`src/hw/rtl/blr_pkg.sv`:
```
// Shared codes, constants and the smooth ramp step for the bouncing level ramp
package blr_pkg;

  localparam logic [1:0] OP_TICK  = 2'd0;
  localparam logic [1:0] OP_START = 2'd1;
  localparam logic [1:0] OP_STOP  = 2'd2;
  localparam logic [1:0] OP_LOAD  = 2'd3;

  localparam logic [1:0] CFG_FLOOR   = 2'd0;
  localparam logic [1:0] CFG_CEILING = 2'd1;
  localparam logic [1:0] CFG_STEPS   = 2'd2;
  localparam logic [1:0] CFG_STYLE   = 2'd3;

  localparam logic [1:0] DIR_HOLD = 2'b00;
  localparam logic [1:0] DIR_UP   = 2'b01;
  localparam logic [1:0] DIR_DOWN = 2'b11;

  localparam logic [7:0] FREQ_LO       = 8'd1;
  localparam logic [7:0] FREQ_HI       = 8'd255;
  localparam logic [7:0] FREQ_RESET    = 8'd12;
  localparam logic [7:0] MEM_RESET     = 8'd128;
  localparam logic [7:0] FLOOR_RESET   = 8'd1;
  localparam logic [7:0] CEIL_RESET    = 8'd255;
  localparam logic [7:0] STEPS_RESET   = 8'd7;
  localparam logic [7:0] STEPS_DEFAULT = 8'd7;
  localparam logic [7:0] STEPS_MIN     = 8'd2;
  localparam logic [7:0] LEVEL_MAX     = 8'd255;

  typedef struct packed {
    logic [7:0] value;
    logic [1:0] dir;
  } ramp_t;

  // one unit of movement, bouncing at lo and hi
  function automatic ramp_t smooth_tick(input logic [7:0] v, input logic [7:0] lo,
                                        input logic [7:0] hi, input logic [1:0] dir);
    ramp_t r;
    r.value = v;
    r.dir   = dir;
    if (dir == DIR_UP) begin
      if ({1'b0, v} + 9'd1 < {1'b0, hi}) begin
        r.value = v + 8'd1;
      end else begin
        r.value = hi;
        r.dir   = DIR_DOWN;
      end
    end else if (dir == DIR_DOWN) begin
      if ({1'b0, v} > {1'b0, lo} + 9'd1) begin
        r.value = v - 8'd1;
      end else begin
        r.value = lo;
        r.dir   = DIR_UP;
      end
    end
    return r;
  endfunction

endpackage

```
`src/hw/rtl/bouncing_level_ramp.sv`:
```
// Bouncing brightness / strobe frequency ramp with a shared multiplier and serial divider
//
//   channel | signals                                         | moves
//   --------+-------------------------------------------------+--------------------
//   in      | in_valid, in_ready, operation .. load_level     | one operation word
//   out     | out_valid, out_ready, brightness .. led_update  | one result word
//   cfg     | cfg_we, cfg_index, cfg_data                     | one register write
//
// A word goes from acceptance through the decode state to the done state, which loads the
// result register; a stepped brightness tick runs, in between, two 16/8 divisions through
// one radix-4 serial divider, each fed by the shared 8x8 multiplier. in_ready is high only
// when the sequencer is idle and out of reset, so one word is in work at a time.
// The result register holds a finished word while out_ready is low.
// rst is synchronous and restores the settings, the ramp state and the control state.
module bouncing_level_ramp (
  input  logic              clk,
  input  logic              rst,
  input  logic              cfg_we,
  input  logic [1:0]        cfg_index,
  input  logic [7:0]        cfg_data,
  input  logic              in_valid,
  output logic              in_ready,
  input  logic [1:0]        operation,
  input  logic signed [1:0] ramp_dir,
  input  logic              select_frequency,
  input  logic [7:0]        load_level,
  output logic              out_valid,
  input  logic              out_ready,
  output logic [7:0]        brightness,
  output logic [7:0]        frequency_index,
  output logic signed [1:0] direction_now,
  output logic [7:0]        remembered_level,
  output logic              led_update
);
  import blr_pkg::*;

  localparam logic [3:0] S_IDLE   = 4'd0;
  localparam logic [3:0] S_DECODE = 4'd1;
  localparam logic [3:0] S_MUL1   = 4'd2;
  localparam logic [3:0] S_DIV1   = 4'd3;
  localparam logic [3:0] S_ADJ    = 4'd4;
  localparam logic [3:0] S_MUL2   = 4'd5;
  localparam logic [3:0] S_DIV2   = 4'd6;
  localparam logic [3:0] S_FIN    = 4'd7;
  localparam logic [3:0] S_DONE   = 4'd8;

  logic [3:0]  state;
  logic [2:0]  div_cnt;
  logic [1:0]  op_r;
  logic [1:0]  dir_in_r;
  logic        sel_r;
  logic [7:0]  load_r;

  logic [7:0]  level_floor;
  logic [7:0]  level_ceiling;
  logic [7:0]  step_count;
  logic        stepped_style;

  logic [7:0]  level_reg;
  logic [7:0]  freq_reg;
  logic [1:0]  dir_reg;
  logic        ramp_running;
  logic        ramp_on_freq;
  logic [7:0]  memory_level;
  logic        led_r;

  logic [15:0] div_q;
  logic [7:0]  div_rem;
  logic [7:0]  div_d;
  logic [7:0]  idx_r;

  logic [7:0]  hi_eff;
  logic [7:0]  range_raw;
  logic [7:0]  range_eff;
  logic [7:0]  steps_m1;
  logic [7:0]  diff;
  logic [7:0]  mul_a;
  logic [7:0]  mul_b;
  logic [15:0] prod;
  logic [8:0]  t1;
  logic [8:0]  t2;
  logic [7:0]  r1;
  logic [7:0]  r2;
  logic        b1;
  logic        b2;
  logic [15:0] q_next;
  logic [7:0]  rem_next;
  logic [16:0] q17;
  logic [7:0]  idx_next;
  logic [1:0]  adj_dir;
  logic [8:0]  sum9;
  logic [7:0]  level_sat;
  logic [1:0]  start_dir;
  ramp_t       freq_tick;
  ramp_t       lvl_tick;

  assign in_ready = (state == S_IDLE) && !rst;

  // effective bounds and step spacing
  always_comb begin
    hi_eff    = (level_ceiling < level_floor) ? level_floor : level_ceiling;
    range_raw = hi_eff - level_floor;
    range_eff = (range_raw == 8'd0) ? 8'd1 : range_raw;
    steps_m1  = (step_count < STEPS_MIN) ? (STEPS_DEFAULT - 8'd1) : (step_count - 8'd1);
    diff      = (level_reg > level_floor) ? (level_reg - level_floor) : 8'd0;
  end

  // shared multiplier: diff * (steps-1), then index * range
  always_comb begin
    if (state == S_MUL1) begin
      mul_a = diff;
      mul_b = steps_m1;
    end else begin
      mul_a = idx_r;
      mul_b = range_eff;
    end
    prod = {8'd0, mul_a} * {8'd0, mul_b};
  end

  // restoring divider, two quotient bits a cycle
  always_comb begin
    t1 = {div_rem, div_q[15]};
    b1 = (t1 >= {1'b0, div_d});
    r1 = b1 ? 8'(t1 - {1'b0, div_d}) : t1[7:0];
    t2 = {r1, div_q[14]};
    b2 = (t2 >= {1'b0, div_d});
    r2 = b2 ? 8'(t2 - {1'b0, div_d}) : t2[7:0];
    q_next   = {div_q[13:0], b1, b2};
    rem_next = r2;
  end

  // move the rounded step index one place and bounce at the ends
  always_comb begin
    q17      = {1'b0, div_q};
    idx_next = div_q[7:0];
    adj_dir  = dir_reg;
    if (dir_reg == DIR_UP) begin
      if (q17 >= {9'd0, steps_m1}) begin
        idx_next = steps_m1;
        adj_dir  = DIR_DOWN;
      end else begin
        idx_next = div_q[7:0] + 8'd1;
      end
    end else begin
      // hold direction steps down as well
      if (div_q == 16'd0) begin
        idx_next = 8'd0;
        adj_dir  = DIR_UP;
      end else if (q17 >= {9'd0, steps_m1} + 17'd2) begin
        idx_next = steps_m1;
        adj_dir  = DIR_DOWN;
      end else begin
        idx_next = div_q[7:0] - 8'd1;
      end
    end
  end

  always_comb begin
    sum9      = {1'b0, level_floor} + {1'b0, div_q[7:0]};
    level_sat = sum9[8] ? LEVEL_MAX : sum9[7:0];
    freq_tick = smooth_tick(freq_reg, FREQ_LO, FREQ_HI, dir_reg);
    lvl_tick  = smooth_tick(level_reg, level_floor, hi_eff, dir_reg);
    case (dir_in_r)
      2'b01:   start_dir = DIR_UP;
      2'b00:   start_dir = DIR_HOLD;
      default: start_dir = DIR_DOWN;
    endcase
  end

  always_ff @(posedge clk) begin
    if (rst) begin
      level_floor   <= FLOOR_RESET;
      level_ceiling <= CEIL_RESET;
      step_count    <= STEPS_RESET;
      stepped_style <= 1'b1;
    end else if (cfg_we) begin
      unique case (cfg_index)
        CFG_FLOOR:   level_floor   <= cfg_data;
        CFG_CEILING: level_ceiling <= cfg_data;
        CFG_STEPS:   step_count    <= cfg_data;
        CFG_STYLE:   stepped_style <= cfg_data[0];
      endcase
    end
  end

  always_ff @(posedge clk) begin
    if (rst) begin
      state        <= S_IDLE;
      div_cnt      <= 3'd0;
      level_reg    <= 8'd0;
      freq_reg     <= FREQ_RESET;
      dir_reg      <= DIR_HOLD;
      ramp_running <= 1'b0;
      ramp_on_freq <= 1'b0;
      memory_level <= MEM_RESET;
      led_r        <= 1'b0;
      out_valid    <= 1'b0;
    end else begin
      if (out_valid && out_ready && state != S_DONE) out_valid <= 1'b0;
      unique case (state)
        S_IDLE: begin
          if (in_valid) begin
            op_r     <= operation;
            dir_in_r <= ramp_dir;
            sel_r    <= select_frequency;
            load_r   <= load_level;
            state    <= S_DECODE;
          end
        end
        S_DECODE: begin
          unique case (op_r)
            OP_TICK: begin
              if (ramp_running && !ramp_on_freq && stepped_style) begin
                led_r <= 1'b1;
                state <= S_MUL1;
              end else begin
                led_r <= ramp_running && !ramp_on_freq;
                state <= S_DONE;
                if (ramp_running) begin
                  if (ramp_on_freq) begin
                    freq_reg <= freq_tick.value;
                    dir_reg  <= freq_tick.dir;
                  end else begin
                    level_reg <= lvl_tick.value;
                    dir_reg   <= lvl_tick.dir;
                  end
                end
              end
            end
            OP_START: begin
              dir_reg      <= start_dir;
              ramp_running <= 1'b1;
              ramp_on_freq <= sel_r;
              led_r        <= 1'b0;
              state        <= S_DONE;
            end
            OP_STOP: begin
              dir_reg <= DIR_HOLD;
              if (ramp_running && !ramp_on_freq) memory_level <= level_reg;
              ramp_running <= 1'b0;
              led_r        <= 1'b0;
              state        <= S_DONE;
            end
            OP_LOAD: begin
              level_reg <= load_r;
              led_r     <= 1'b1;
              state     <= S_DONE;
            end
          endcase
        end
        S_MUL1: begin
          // half the range added for round-to-nearest
          div_q   <= prod + {9'd0, range_eff[7:1]};
          div_d   <= range_eff;
          div_rem <= 8'd0;
          div_cnt <= 3'd0;
          state   <= S_DIV1;
        end
        S_DIV1: begin
          div_q   <= q_next;
          div_rem <= rem_next;
          div_cnt <= div_cnt + 3'd1;
          if (div_cnt == 3'd7) state <= S_ADJ;
        end
        S_ADJ: begin
          idx_r   <= idx_next;
          dir_reg <= adj_dir;
          state   <= S_MUL2;
        end
        S_MUL2: begin
          div_q   <= prod;
          div_d   <= steps_m1;
          div_rem <= 8'd0;
          div_cnt <= 3'd0;
          state   <= S_DIV2;
        end
        S_DIV2: begin
          div_q   <= q_next;
          div_rem <= rem_next;
          div_cnt <= div_cnt + 3'd1;
          if (div_cnt == 3'd7) state <= S_FIN;
        end
        S_FIN: begin
          level_reg <= level_sat;
          state     <= S_DONE;
        end
        S_DONE: begin
          if (!out_valid || out_ready) begin
            brightness       <= level_reg;
            frequency_index  <= freq_reg;
            direction_now    <= dir_reg;
            remembered_level <= memory_level;
            led_update       <= led_r;
            out_valid        <= 1'b1;
            state            <= S_IDLE;
          end
        end
        default: state <= S_IDLE;
      endcase
    end
  end

endmodule

```
`config.mk`:
```
export PLATFORM = sky130hd
export DESIGN_NAME = bouncing_level_ramp
export DESIGN_NICKNAME = d
export VERILOG_FILES = /design/src/hw/rtl/blr_pkg.sv /design/src/hw/rtl/bouncing_level_ramp.sv
export SDC_FILE = /design/constraint.sdc
export NUM_CORES = 1
export LEC_CHECK = 0
export BUFFER_PORTS_ARGS = -buffer_cell sky130_fd_sc_hd__buf_4
export CORE_ASPECT_RATIO = 1.75
export CORE_MARGIN = 4
export CORE_UTILIZATION = 33
export DETAILED_ROUTE_END_ITERATION = 12
export PLACE_DENSITY_LB_ADDON = 0.08
export SETUP_SLACK_MARGIN = 0.2
export SYNTH_ARGS = -nofsm -noshare
export SYNTH_HDL_FRONTEND = slang
export SYNTH_SLANG_ARGS = --single-unit
```
`constraint.sdc`:
```
create_clock -name clk -period 17.6 [get_ports clk]
set_input_delay 3.52 -clock clk [delete_from_list [all_inputs] [get_ports clk]]
set_output_delay 3.52 -clock clk [all_outputs]
set_load 0.1 [all_outputs]
```
* Word level (Yosys, flattened, before mapping)
Index checks and enable logic that the tools add are counted.
** Storage, ports and cells
- Bits of input ports :: 28
- Logic and storage cells :: 194
- Output and inout port bits :: 29
- Bits in registers :: 142
** Operators by class
- Multiply operators :: 1
- Bitwise operators :: 2
- Reductions and logical operators :: 43
- Order comparisons :: 11
- Mux-type cells :: 57
- $add $sub $neg :: 18
- Eq/ne operators :: 35
** Operators with widths (count)
- two-way mux 8 bit :: 20
- one-hot mux 8 bit (2 select lines) :: 4
- one-hot mux 16 bit (3 select lines) :: 1
- two-way mux 10 bit :: 4
- one-hot mux 4 bit (9 select lines) :: 1
- subtractor 8 x 1 -> 8 bit (second input constant) :: 4
- subtractor 8 bit :: 4
- adder 8 x 1 -> 9 bit (second input constant) :: 3
- adder 8 x 1 -> 8 bit (second input constant) :: 3
- two-way mux 2 bit :: 11
- two-way mux 4 bit :: 5
- inequality test 5 bit (second input constant) :: 4
- AND reduction 2 bit :: 10
- >= comparator 9 x 8 -> 1 bit :: 2
- adder 16 x 7 -> 16 bit :: 1
- == test 4 x 3 -> 1 bit (second input constant) :: 4
- >= comparator 16 x 8 -> 1 bit :: 1
- >= comparator 16 x 9 -> 1 bit :: 1
- zero test 16 bit :: 1
- multiplier 8 x 8 -> 16 bit :: 1
- inequality test 3 bit (second input constant) :: 4
- inequality test 4 bit (second input constant) :: 3
- AND reduction 6 bit :: 2
- nonzero test 2 bit :: 6
- 39 further kinds :: 67

* Logic depth before layout (Yosys ltp)
- Depth in word-level cells :: 10
- Depth in mapped cells :: 36
- Gate-level depth less buffers :: 35

* Worst setup path after synthesis
OpenSTA, ideal clock, no wires.
- Path type :: input port to output port
- From :: in rst
- To :: out in_ready
- Buffers on the path :: 1
- Required time :: 14.080 ns
- Stages :: 2
- Path slack :: 9.112 ns
- Arrival :: 4.968 ns
- Cells stage by stage :: clkbuf_1 nor2_1
** On the way
- Cells in the longest elaborated chain, start to end :: 2
** Ends and longest elaborated chain
- start, declared :: line bouncing_level_ramp.sv:17 : input logic rst,
- zero test 1 bit :: line bouncing_level_ramp.sv:97 : assign in_ready = (state == S_IDLE) && !rst;
- logical AND 1 bit :: line bouncing_level_ramp.sv:97
- end, declared :: line bouncing_level_ramp.sv:22 : output logic in_ready,
No other way between the ends.

* Final worst setup path
- From :: reg level_floor[1]
- To :: reg div_q[14], data pin
** On the way
- Cells in the longest elaborated chain, start to end :: 9
- Elaborated cells between the ends (all ways) :: 13
** Ends and longest elaborated chain
- start, declared :: line bouncing_level_ramp.sv:54 : logic [7:0] level_floor;
- start signal, assigned :: line bouncing_level_ramp.sv:178 : CFG_FLOOR: level_floor <= cfg_data;
- < comparator 8 bit :: line bouncing_level_ramp.sv:101 : hi_eff = (level_ceiling < level_floor) ? level_floor : level_ceiling;
- two-way mux 8 bit :: line bouncing_level_ramp.sv:101
- subtractor 8 bit :: line bouncing_level_ramp.sv:102 : range_raw = hi_eff - level_floor;
- zero test 8 bit :: line bouncing_level_ramp.sv:103 : range_eff = (range_raw == 8'd0) ? 8'd1 : range_raw;
- two-way mux 8 bit :: line bouncing_level_ramp.sv:103
- two-way mux 8 bit :: line bouncing_level_ramp.sv:110 : if (state == S_MUL1) begin
- multiplier 8 x 8 -> 16 bit :: line bouncing_level_ramp.sv:117 : prod = {8'd0, mul_a} * {8'd0, mul_b};
- adder 16 x 7 -> 16 bit :: line bouncing_level_ramp.sv:253 : div_q <= prod + {9'd0, range_eff[7:1]};
- one-hot mux 16 bit (3 select lines) (*) :: line bouncing_level_ramp.sv:200 : unique case (state)
- end signal, assigned :: line bouncing_level_ramp.sv:253
- end signal, assigned :: line bouncing_level_ramp.sv:260 : div_q <= q_next;
- end signal, assigned :: line bouncing_level_ramp.sv:271 : div_q <= prod;
- end, declared :: line bouncing_level_ramp.sv:67 : logic [15:0] div_q;
Every way passes the cells marked *; elsewhere a longest branch is shown, timed or not.
A chain may end at the register's enable or synchronous reset.

==> Implementation_results.wiki <==
{| class="wikitable"
! Metric !! Value
|-
| TritonCTS clock tree || built
|-
| Routed via count || 10853
|-
| PostCTS Resize Cnt || 0
|-
| Final design instance area without fill || 14300 um^2
|-
| Area growth, synth to finish || 11.7%
|-
| Post-CTS Setup Inserts || 0
|-
| Area of the core region || 38400 um^2
|-
| Total of flip-flops plus latches after synthesis || 142
|-
| Clock transition at path regs || 70 ps
|-
| Number of failing setup endpoints in the final timing report || 0
|-
| Setup repair after global routing missed its margin || false
|-
| Maximum number of pins on one net before global-route repair || 63
|-
| Longest Clk Path Bufs || 2
|-
| Crit path DAT || 9710 ps
|-
| Input/output buffers || 56
|-
| Fmax || 0.105 GHz
|-
| Worst voltage drop across the vdd grid || 0.0000949 V
|-
| Total power divided by cell area || 147 nW/um^2
|-
| Boundary Pins || 57
|-
| Number of warnings printed during yosys synthesis || 0
|-
| Final RePlAce weighted congestion || 0.906
|-
| PnR Total Power || 2100 uW
|-
| Startpoint class of the critical path || flop
|-
| Most flop-heavy register || div_q
|-
| Antenna-violating nets left || 0
|-
| Hold Crit Class || flop to flop
|-
| Later-pin clock latency in the skew report || 440 ps
|-
| Antenna violations before repair || 0
|-
| Worst slew slack as a fraction of its limit || 23.2%
|-
| Type of element capturing the critical path || flop
|-
| Post-detailed-route wirelength per cell || 20.6 um
|-
| Height of the die || 269 um
|-
| TNS Setup || 0 ps
|-
| Final-stage net count || 1705
|-
| Type of the setup path with the least slack || flop to flop
|-
| DP Wirelength || 33200 um
|-
| Tcrit/Tclk final || 54.3%
|-
| Number of fill cells || 3946
|-
| TritonCTS Sinks || 142
|-
| Most used DFF post-synth || edfxtp_1
|-
| First-pass iteration count of the detailed router || 5
|-
| Post-Syn Area per Cell || 8.73 um^2
|-
| Number of clock buffers inserted by TritonCTS || 17
|-
| Routed wire length || 41200 um
|-
| Leak pwr || 0.00584 uW
|-
| Non-Filler Instances || 1996
|-
| Share of async-settable or async-resettable flops after synthesis || 0%
|-
| Number of slew-limit violations in the final report || 0
|-
| Wire length of the first global-routing pass || 63900 um
|-
| Average via count per standard cell || 5.44
|-
| Starting density of the core || 33.4%
|-
| Worst path max stage delay || 730 ps
|-
| Netlist Area Pre-Place || 12800 um^2
|-
| Number of rows in the core area || 95
|-
| Status || completed
|-
| Required time at the endpoint of the critical path || 17750 ps
|-
| Maximum fanout count along the critical path || 9
|-
| Number of placed instances with taps included || 1963
|-
| Most frequent standard cell in the layout excluding fill and tap cells || nor2_1
|-
| CTS H-tree lvls || 4
|-
| Worst Max-Slew Pin Slew || 1150 ps
|-
| Post-Route Skew || 12.8 ps
|-
| Iter 0 DRT Violations || 564
|-
| Synth Instances || 1468
|-
| Number of enable flip-flop cells after synthesis || 80
|-
| Commonest cells after routing, fill and taps aside || 161 x nor2_1, 138 x ha_1, 113 x nand2_1
|-
| Number of distinct library cells after synthesis || 78
|-
| Global route overflow || 0
|-
| Global Route Usage Sum || 19.8%
|-
| Number of max-capacitance violations reported || 0
|-
| Root Buffer Master || clkbuf_16
|-
| Final critical delay including setup and external delays || 9560 ps
|-
| Worst slack on hold paths || 433 ps
|-
| Share of final-layout standard cells stronger than drive strength 1 || 9.60%
|-
| Hold-fix buffers, CTS || 0
|-
| Max stage delay cell, worst path || a2111oi_0
|-
| Post-synthesis sequential area ratio || 28.4%
|-
| Vias in the first global route || 11089
|-
| Width of the die || 157 um
|-
| Count of endpoints failing hold in the final timing report || 0
|-
| Max reg flops || 16
|-
| Drt drc || 0
|-
| Overall die area || 42200 um^2
|-
| Placed standard-cell area || 13700 um^2
|-
| Syn nets || 1676
|}
## cell usage after synthesis, types with 5 or more instances
master / n / area, um^2
o21ai_0: 73 / 365
nor2b_1: 19 / 119
nor4_1: 10 / 62.6
nand3b_1: 18 / 135
xnor2_1: 36 / 315
o211ai_1: 10 / 75.1
o221ai_1: 18 / 158
nand3_1: 40 / 200
o2111ai_1: 5 / 43.8
inv_1: 111 / 417
a211o_1: 5 / 43.8
a21o_1: 20 / 150
ha_1: 138 / 1730
nor3b_1: 6 / 45.0
dfxtp_1: 62 / 1240
a21oi_1: 90 / 450
o21a_1: 18 / 135
a22oi_1: 22 / 165
a31oi_1: 5 / 31.3
or2_2: 12 / 75.1
mux2_2: 17 / 191
nor3_1: 41 / 205
nand4_1: 11 / 68.8
and3_1: 14 / 87.6
fa_1: 42 / 841
or4_1: 5 / 37.5
a311oi_1: 5 / 43.8
xor2_1: 31 / 272
nor2_1: 161 / 604
nand2_1: 113 / 424
o31ai_1: 9 / 67.6
buf_2: 9 / 45.0
nand2b_1: 28 / 175
edfxtp_1: 80 / 2400
or3_1: 15 / 93.8
o21ai_1: 5 / 25.0
clkbuf_1: 48 / 180
a211oi_1: 20 / 150
mux2i_1: 30 / 300
## power breakdown
group / switching [uW] / internal [uW]
clock network: 162 / 210
registers: 13.3 / 401
logic: 809 / 506
total: 985 / 1120
## per-stage QoR
stage	util, %	worst slack, ps
floorplan	-	9110
finish	37.3	8040
CTS	37.3	8080
global placement	35.7	8210
detailed placement	35.7	8120
global route	37.3	7510
## critical path: cells and delay by family (launching register included)
family / cells / cell delay (ps)
adder cells (fa/ha/maj): 8 / 3210
AO/OA/AOI/OAI: 9 / 2420
AND/OR/NAND/NOR: 7 / 1770
XOR/XNOR: 1 / 630
flip-flops: 1 / 560
multiplexers: 2 / 350
buffers and inverters: 2 / 300
## final timing paths
| kind | startpoint | slack [ps] | depth (start not counted) | endpoint |
|---|---|---|---|---|
| max reg2reg | level_floor[1]$_SDFFE_PP0P_ | 8040 | 29 | div_q[14]$_DFFE_PP_ |
| min reg2reg | memory_level[6]$_SDFFE_PP0P_ | 430 | 0 | remembered_level[6]$_DFFE_PP_ |
| min | memory_level[6]$_SDFFE_PP0P_ | 430 | 0 | remembered_level[6]$_DFFE_PP_ |
| max | level_floor[1]$_SDFFE_PP0P_ | 8040 | 29 | div_q[14]$_DFFE_PP_ |
## routing by layer
layer  global-route usage (%)  vias up  part of all wire (%)
met5                        0        -                     0
met4                     9.27        0                   5.0
met3                     2.15       84                   2.0
met2                     39.2      194                    56
met1                     20.4     5236                    37
li1                         -     5339                     -
## cells by family after synthesis
group / after synthesis / synth area share [%]
buffers and inverters: 171 / 5.22
AND/OR/NAND/NOR: 510 / 19.4
flip-flops: 142 / 28.4
adder cells (fa/ha/maj): 180 / 20.0
AO/OA/AOI/OAI: 351 / 18.5
multiplexers: 47 / 3.84
XOR/XNOR: 67 / 4.58
## layout make-up
class | instances | area [um^2] | share of cell area (%)
Antenna cell | 1 | 2.50 | 0.0175
Clock buffer | 20 | 468 | 3.27
Clock inverter | 12 | 123 | 0.857
Inverter | 111 | 417 | 2.91
Multi-Input combinational cell | 1155 | 8520 | 59.6
Sequential cell | 142 | 3640 | 25.5
Tap cell | 485 | 607 | 4.24
Timing Repair Buffer | 70 | 526 | 3.67
No activity file was read; power rests on OpenSTA's default activity.
